File: src/design/cbmq_pkg.sv
`timescale 1ns / 1ps

package cbmq_pkg;

	localparam int MAX_ITEMS      = 16;
	localparam int MAX_ITEM_BYTES = 8;

	localparam int QI_W       = 5;
	localparam int IB_W       = 4;
	localparam int POS_W      = 4;
	localparam int DATA_W     = 64;
	localparam int CNT_OUT_W  = 8;
	localparam int CFG_IDX_W  = 8;
	localparam int CFG_DATA_W = 8;
	localparam int S_TDATA_W  = 72;
	localparam int M_TDATA_W  = 80;

	localparam logic [QI_W-1:0] QI_RESET = 5'd16;
	localparam logic [IB_W-1:0] IB_RESET = 4'd1;

	localparam logic [CFG_IDX_W-1:0] REG_QUEUE_ITEMS = 8'd0;
	localparam logic [CFG_IDX_W-1:0] REG_ITEM_BYTES  = 8'd1;

	typedef enum logic [1:0] {
		REQ_WRITE_BYTE = 2'd0,
		REQ_WRITE_ITEM = 2'd1,
		REQ_READ_BYTE  = 2'd2,
		REQ_READ_ITEM  = 2'd3
	} req_t;

endpackage

File: src/design/cbmq_ram.sv
`timescale 1ns / 1ps

module cbmq_ram #(
	parameter int DEPTH = 128,
	parameter int AW    = 7
) (
	input  logic          clk,
	input  logic          we,
	input  logic [AW-1:0] waddr,
	input  logic [7:0]    wdata,
	input  logic [AW-1:0] raddr,
	output logic [7:0]    rdata
);

	logic [7:0] mem_q [DEPTH];

	always_ff @(posedge clk) begin
		if (we) begin
			mem_q[waddr] <= wdata;
		end
		rdata <= mem_q[raddr];
	end

endmodule

File: src/design/compacting_byte_message_queue.sv
`timescale 1ns / 1ps

// Byte message queue holding queue_items * item_bytes bytes in a single byte RAM with one
// write and one registered read port. A small sequencer moves one byte per cycle through
// that port: a request moves its n bytes (n = 1 for a byte, item_bytes for an item), and a
// read with delete that leaves k > 0 bytes behind the removed entry then copies each later
// byte down one at a time through the same RAM port to compact the store. An error skips
// the RAM and goes straight to the final step. s_tready is low while a request is in
// progress; one finished result may wait in the output register while the next request is
// taken, and that next request then holds in its last step until the waiting result is
// taken. Configuration writes are taken only between requests, and writes to either of the
// two registers clear the byte count. The store needs no clearing pass after reset: only
// bytes that were written are ever read.
module compacting_byte_message_queue #(
	parameter int MAX_ITEMS      = cbmq_pkg::MAX_ITEMS,
	parameter int MAX_ITEM_BYTES = cbmq_pkg::MAX_ITEM_BYTES
) (
	input  logic                             clk,
	input  logic                             arst_n,
	input  logic                             s_tvalid,
	output logic                             s_tready,
	// position[3:0], delete_after_read[4], write_data[68:5], zero[71:69]
	input  logic [cbmq_pkg::S_TDATA_W-1:0]   s_tdata,
	// req_type[1:0]
	input  logic [1:0]                       s_tuser,
	output logic                             m_tvalid,
	input  logic                             m_tready,
	// read_data[63:0], bytes_held[71:64], bytes_free[79:72]
	output logic [cbmq_pkg::M_TDATA_W-1:0]   m_tdata,
	// ok[0]
	output logic                             m_tuser,
	input  logic                             cfg_valid,
	output logic                             cfg_ready,
	input  logic [cbmq_pkg::CFG_IDX_W-1:0]   cfg_index,
	input  logic [cbmq_pkg::CFG_DATA_W-1:0]  cfg_data
);

	localparam int STORE_BYTES = MAX_ITEMS * MAX_ITEM_BYTES;
	localparam int CW  = $clog2(STORE_BYTES + 1);
	localparam int AW  = (STORE_BYTES > 1) ? $clog2(STORE_BYTES) : 1;
	localparam int PW  = ((CW > 8) ? CW : 8) + 1;
	localparam int IW  = (MAX_ITEM_BYTES > 1) ? $clog2(MAX_ITEM_BYTES) : 1;
	localparam int QW  = cbmq_pkg::QI_W;
	localparam int IBW = cbmq_pkg::IB_W;
	localparam int DW  = cbmq_pkg::DATA_W;
	localparam int OW  = cbmq_pkg::CNT_OUT_W;

	typedef enum logic [2:0] {
		ST_IDLE,
		ST_WRITE,
		ST_READ,
		ST_SHIFT,
		ST_DONE
	} state_t;

	state_t              state_q;
	logic [QW-1:0]       qi_q;
	logic [IBW-1:0]      ib_q;
	logic [CW-1:0]       count_q;
	logic                m_tvalid_q;
	logic                rd_v_s1;
	logic                sh_v_s1;
	logic [IW-1:0]       rd_idx_s1;

	logic [IBW-1:0]      len_q;
	logic [IW-1:0]       idx_q;
	logic [PW-1:0]       ptr_q;
	logic [PW-1:0]       dst_q;
	logic [PW-1:0]       end_q;
	logic                del_q;
	logic [DW-1:0]       wdata_q;
	logic                ok_q;
	logic [DW-1:0]       rdata_q;
	logic                m_ok_q;
	logic [DW-1:0]       m_rdata_q;
	logic [OW-1:0]       m_held_q;
	logic [OW-1:0]       m_free_q;

	cbmq_pkg::req_t      s_req;
	logic [3:0]          s_pos;
	logic                s_del;
	logic [DW-1:0]       s_wdata;

	logic                cfg_ok;
	logic [PW-1:0]       cap;
	logic [PW-1:0]       cnt_x;
	logic [IBW-1:0]      len_sel;
	logic [PW-1:0]       len_x;
	logic [PW-1:0]       off_x;
	logic [PW-1:0]       end_x;
	logic                is_write;
	logic                req_ok;

	logic                in_acc;
	logic                cfg_acc;
	logic                idx_last;
	logic [PW-1:0]       ptr_inc;
	logic                load_out;

	logic                ram_we;
	logic [AW-1:0]       ram_waddr;
	logic [7:0]          ram_wdata;
	logic [AW-1:0]       ram_raddr;
	logic [7:0]          ram_rdata;

	assign s_req   = cbmq_pkg::req_t'(s_tuser);
	assign s_pos   = s_tdata[3:0];
	assign s_del   = s_tdata[4];
	assign s_wdata = s_tdata[68:5];

	assign s_tready  = (state_q == ST_IDLE) && !cfg_valid;
	assign cfg_ready = (state_q == ST_IDLE);
	assign in_acc    = s_tvalid && s_tready;
	assign cfg_acc   = cfg_valid && cfg_ready;

	always_comb begin
		cfg_ok = (qi_q != '0) && (32'(qi_q) <= MAX_ITEMS) &&
		         (ib_q != '0) && (32'(ib_q) <= MAX_ITEM_BYTES);
		cap    = cfg_ok ? (PW'(qi_q) * PW'(ib_q)) : '0;
		cnt_x  = PW'(count_q);
		len_sel = ((s_req == cbmq_pkg::REQ_WRITE_BYTE) || (s_req == cbmq_pkg::REQ_READ_BYTE)) ?
		          IBW'(1) : ib_q;
		len_x  = PW'(len_sel);
		off_x  = PW'(s_pos) * len_x;
		end_x  = off_x + len_x;
		is_write = (s_req == cbmq_pkg::REQ_WRITE_BYTE) || (s_req == cbmq_pkg::REQ_WRITE_ITEM);
		unique case (s_req)
			cbmq_pkg::REQ_WRITE_BYTE: req_ok = (ib_q == IBW'(1)) && (cnt_x < cap);
			cbmq_pkg::REQ_WRITE_ITEM: req_ok = ((cnt_x + len_x) <= cap);
			cbmq_pkg::REQ_READ_BYTE:  req_ok = (ib_q == IBW'(1)) && (end_x <= cnt_x);
			cbmq_pkg::REQ_READ_ITEM:  req_ok = (end_x <= cnt_x);
			default:                  req_ok = 1'b0;
		endcase
		req_ok = req_ok && (cap != '0);
	end

	assign idx_last = (IBW'(idx_q) == (len_q - IBW'(1)));
	assign ptr_inc  = ptr_q + PW'(1);
	assign load_out = (state_q == ST_DONE) && !rd_v_s1 && (!m_tvalid_q || m_tready);

	assign ram_we    = (state_q == ST_WRITE) || sh_v_s1;
	assign ram_waddr = sh_v_s1 ? dst_q[AW-1:0] : ptr_q[AW-1:0];
	assign ram_wdata = sh_v_s1 ? ram_rdata : wdata_q[7:0];
	assign ram_raddr = ptr_q[AW-1:0];

	cbmq_ram #(
		.DEPTH (STORE_BYTES),
		.AW    (AW)
	) u_ram (
		.clk   (clk),
		.we    (ram_we),
		.waddr (ram_waddr),
		.wdata (ram_wdata),
		.raddr (ram_raddr),
		.rdata (ram_rdata)
	);

	always_ff @(posedge clk or negedge arst_n) begin
		if (!arst_n) begin
			state_q    <= ST_IDLE;
			qi_q       <= cbmq_pkg::QI_RESET;
			ib_q       <= cbmq_pkg::IB_RESET;
			count_q    <= '0;
			m_tvalid_q <= 1'b0;
			rd_v_s1    <= 1'b0;
			sh_v_s1    <= 1'b0;
		end else begin
			rd_v_s1 <= (state_q == ST_READ);
			sh_v_s1 <= (state_q == ST_SHIFT);
			if (load_out) begin
				m_tvalid_q <= 1'b1;
			end else if (m_tready) begin
				m_tvalid_q <= 1'b0;
			end
			unique case (state_q)
				ST_IDLE: begin
					if (cfg_acc) begin
						priority if (cfg_index == cbmq_pkg::REG_QUEUE_ITEMS) begin
							qi_q    <= cfg_data[QW-1:0];
							count_q <= '0;
						end else if (cfg_index == cbmq_pkg::REG_ITEM_BYTES) begin
							ib_q    <= cfg_data[IBW-1:0];
							count_q <= '0;
						end else begin
							count_q <= count_q;
						end
					end else if (in_acc) begin
						if (!req_ok) begin
							state_q <= ST_DONE;
						end else if (is_write) begin
							state_q <= ST_WRITE;
						end else begin
							state_q <= ST_READ;
						end
					end
				end
				ST_WRITE: begin
					if (idx_last) begin
						count_q <= count_q + CW'(len_q);
						state_q <= ST_DONE;
					end
				end
				ST_READ: begin
					if (idx_last) begin
						if (!del_q) begin
							state_q <= ST_DONE;
						end else if (end_q < PW'(count_q)) begin
							state_q <= ST_SHIFT;
						end else begin
							count_q <= count_q - CW'(len_q);
							state_q <= ST_DONE;
						end
					end
				end
				ST_SHIFT: begin
					if (ptr_inc == PW'(count_q)) begin
						count_q <= count_q - CW'(len_q);
						state_q <= ST_DONE;
					end
				end
				ST_DONE: begin
					if (load_out) begin
						state_q <= ST_IDLE;
					end
				end
				default: state_q <= ST_IDLE;
			endcase
		end
	end

	always_ff @(posedge clk) begin
		rd_idx_s1 <= idx_q;
		if (rd_v_s1) begin
			rdata_q[8*rd_idx_s1 +: 8] <= ram_rdata;
		end
		if (sh_v_s1) begin
			dst_q <= dst_q + PW'(1);
		end
		unique case (state_q)
			ST_IDLE: begin
				if (in_acc) begin
					rdata_q <= '0;
					len_q   <= len_sel;
					idx_q   <= '0;
					del_q   <= s_del;
					wdata_q <= s_wdata;
					end_q   <= end_x;
					dst_q   <= off_x;
					ok_q    <= req_ok;
					ptr_q   <= is_write ? cnt_x : off_x;
				end
			end
			ST_WRITE: begin
				wdata_q <= wdata_q >> 8;
				ptr_q   <= ptr_inc;
				idx_q   <= idx_q + IW'(1);
			end
			ST_READ: begin
				ptr_q <= idx_last ? end_q : ptr_inc;
				idx_q <= idx_q + IW'(1);
			end
			ST_SHIFT: begin
				ptr_q <= ptr_inc;
			end
			ST_DONE: begin
				if (load_out) begin
					m_ok_q    <= ok_q;
					m_rdata_q <= rdata_q;
					m_held_q  <= OW'(count_q);
					m_free_q  <= OW'(cap - PW'(count_q));
				end
			end
			default: ptr_q <= ptr_q;
		endcase
	end

	assign m_tvalid = m_tvalid_q;
	assign m_tdata  = {m_free_q, m_held_q, m_rdata_q};
	assign m_tuser  = m_ok_q;

endmodule

File: config.mk
export PLATFORM = sky130hd
export DESIGN_NAME = compacting_byte_message_queue
export DESIGN_NICKNAME = d
export VERILOG_FILES = /design/src/design/cbmq_pkg.sv /design/src/design/cbmq_ram.sv /design/src/design/compacting_byte_message_queue.sv
export SDC_FILE = /design/constraint.sdc
export NUM_CORES = 2
export LEC_CHECK = 0
export ABC_AREA = 1
export BUFFER_PORTS_ARGS = -buffer_cell sky130_fd_sc_hd__buf_4
export CAP_MARGIN = 20
export CORE_MARGIN = 4
export CORE_UTILIZATION = 35
export CTS_CLUSTER_DIAMETER = 200
export CTS_CLUSTER_SIZE = 25
export DETAILED_ROUTE_END_ITERATION = 16
export HOLD_SLACK_MARGIN = 0.06
export SLEW_MARGIN = 25
export SYNTH_ARGS = -nofsm -noshare
export SYNTH_HDL_FRONTEND = slang
export SYNTH_HIERARCHICAL = 1
export SYNTH_SLANG_ARGS = --single-unit
File: constraint.sdc
create_clock -name clk -period 8.25 [get_ports clk]
set_input_delay 1.65 -clock clk [delete_from_list [all_inputs] [get_ports clk]]
set_output_delay 1.65 -clock clk [all_outputs]
set_load 0.01 [all_outputs]
==> results by group <==
Floorplan
  – Die Y: 407 um
  – Core Box Area: 158000 um^2
  – Die X: approximately 410 um
  – Die area: 165000 um^2
  – Num ports: 179
  – Initial Util: about a third
  – Rows: 146

GRT
  – Top Usage Layer GRT: met2
  – GR Overflow Total: 0
  – GR Util All Layers: 16.6%
  – Grt met3 use: 1.94%
  – Initial antenna violation count: 0
  – Largest net degree at the start of global routing: approximately 230
  – Via count of the first global-routing pass: 34100
  – First-pass GRT wire length: approximately 210000 um
  – Met1 usage: 23.7%
  – GRT met2 Usage: between 20% and 30%

Timing
  – RSZ-0062 raised after global routing: false
  – Period utilization: between 60% and 70%
  – Max-slew violations: 0
  – Clock skew: roughly 30 ps
  – Relative max-transition margin: 12.2%
  – Hold Slack: 431 ps
  – Tmin final: ~5700 ps
  – Setup-failing EPs final: 0
  – Fmax: 0.176 GHz
  – Post-Route Setup TNS: 0 ps
  – Final hold violation count: 0
  – Least-Margin Pin Slew: 1320 ps

Yosys
  – Mapped Area: 55600 um^2
  – Synthesis warning total: 6
  – Synth Area in XOR/XNOR: 0.567%
  – Post-Synth Simple-Gate Area: 21.1%
  – Post-synth EDFFs: 1196
  – Synthesized instance count: 4932
  – Dominant cells by area after synthesis: edfxtp_1, nand2_1, nand3_1
  – Syn_nets: 5126
  – Asr flop ratio synth: under 10%
  – Largest family of logic cells by synthesized area: simple AND/OR/NAND/NOR gates
  – Synth Register Bits: ~1300
  – Top FF cell, synth: edfxtp_1
  – Post-synthesis mux area share: 1.19%
  – Yosys top cell area share: between 60 and 70%
  – Compound-gate portion of the synthesized area: 2.25%
  – Mapped Avg Cell Area: 11.3 um^2
  – Synth Area in Adders: 2.41%
  – Register area share after synthesis: 68.5%
  – Leading area contributor after synthesis: edfxtp_1
  – Post-synth cell types: 48

Power
  – Maximum VDD drop: 0.188 mV
  – Power density over the cells: 251 nW/um^2
  – Leakage power: roughly 22 nW
  – Tot Pwr: between 0.015 and 0.02 W

CTS
  – Clock Latency Late Sink: 720 ps
  – Htree depth: 2
  – Num Clock Sinks: ~1300
  – CTS tree: built
  – Clock Path Buffers: 3
  – Worst-path clk slew: 110 ps
  – Root Driver: clkbuf_16
  – Post_cts resized: 0
  – Post-CTS Setup Inserts: 0
  – Post-CTS Hold Buffers: 0
  – TritonCTS buffer count: 58

Job
  – Max-Cap Viols: 0

Worst setup path
  – R2R Path Start: ib_q[1]
  – Setup crit start kind: primary input
  – CP startpoint: s_tuser[0]
  – CP Data Required Time: roughly 8900 ps
  – WP data arrival: between 6000 and 7000 ps
  – Slowest stage delay, CP: 550 ps
  – CP most frequent cell: nand2_1
  – CP max-delay cell: fa_1
  – Crit Path Max Fanout: 5
  – Critical Setup Path Class: in -> reg
  – Worst setup EP type: flip-flop

Detailed routing
  – Initial DRC count: 3761
  – Drt wl/cell: 19.9 um
  – Final wirelength: 140000 um
  – DRC errors left: 0
  – Vias per cell: 5.09
  – Via count: 35900
  – Drt first pass iters: 5
  – Final antenna-violating net count: 0

Place
  – Placer Congestion: 0.866
  – Buffers on Ports: 172
  – Hpwl dp: 83000 um

Cells and area
  – Most frequent cells in the layout: nand2_1, edfxtp_1, nand3_1
  – Nets: 5135
  – Most common cell after layout, fill and taps aside: nand2_1
  – Proportion of layout cells with a drive suffix above 1: 7.94%
  – Layout Utilization: about two fifths
  – Area Growth Syn to Fin: 8.26%

Hold path
  – Hold crit path type: reg -> reg
  – HP Start: rdata_q[6]

Run status
  – Status: finished clean
[routing by layer]
metal  share of wire [%]  wire, um  vias up
li1                    -         -    17100
met1                  44     61800    17600
met2                  48     67200     1030
met3                 5.5      7730      165
met4                 2.7      3750        0
met5                   0         0        -
[report_power, final]
group / switching [W] / internal (W)
Clock: 0.00203 / 0.00134
Sequential: 0.000149 / 0.00751
Combinational: 0.00301 / 0.00110
[final timing paths]
check | end | slack, ps | depth (start not counted)
setup / recovery | state_q[1] | 2580 | 32
hold / removal | m_rdata_q[6] | 430 | 0
setup reg to reg | state_q[1] | 2980 | 31
hold reg to reg | m_rdata_q[6] | 430 | 0
max in group asynchronous | ib_q[0] | 7110 | 1
min in group asynchronous | sh_v_s1 | 830 | 1
[cell type report]
cell class	instances	area, um^2
Tap cell	2072	2590
Multi-Input combinational cell	3172	15400
Antenna cell	1	2.50
Inverter	191	743
Clock buffer	91	1580
Sequential cell	1301	38100
Fill cell	15200	98000
Timing Repair Buffer	217	1700
Clock inverter	5	93.8
[critical path, delay by kind of cell]
| kind | cells | cell delay [ps] |
|---|---|---|
| fa+ha+maj | 5 | 2240 |
| compound gates | 1 | 240 |
| xor+xnor | 1 | 190 |
| buf+inv | 6 | 540 |
| simple gates | 19 | 1440 |
[state kept, by name, summed over array words and instances, names as in the netlist, 3 cells and up]
register,flops
ib_q,4
wdata_q,64
m_free_q,8
rd_idx_s1,3
end_q,9
dst_q,7
m_rdata_q,64
qi_q,5
u_ram/rdata,8
state_q,3
ptr_q,9
idx_q,3
u_ram/mem_q,1024
count_q,8
m_held_q,8
len_q,4
rdata_q,64
[cell families after synthesis]
group / Yosys count
simple gates: 2745
buf+inv: 459
mux: 59
compound gates: 233
xor+xnor: 36
fa+ha+maj: 99
flops: 1301
[through the flow]
stage               setup slack (ps)  std cells  instance area (um^2)
global placement                1870       6952                 58500
floorplan                       1290       4932                 55600
detailed placement              1890       6952                 58500
finish                          2580       7050                 60200
global route                    2260       7049                 60200
CTS                             2680       7048                 60200
[synth_stat cells, drive strengths merged (3+ instances only)]
cell type / count
inv: 187
dfrtp: 21
dfxtp: 82
a211oi: 3
fa: 14
buf: 210
nand4: 11
edfxtp: 1196
nor4: 4
mux2: 57
nand3: 971
ha: 85
clkinv: 4
or2: 7
xnor2: 19
o211ai: 9
nand2: 1461
nand3b: 5
a21oi: 89
clkbuf: 58
nor2: 261
xor2: 17
nor3: 19
o21ai: 124
(Power assumes the default switching activity.)
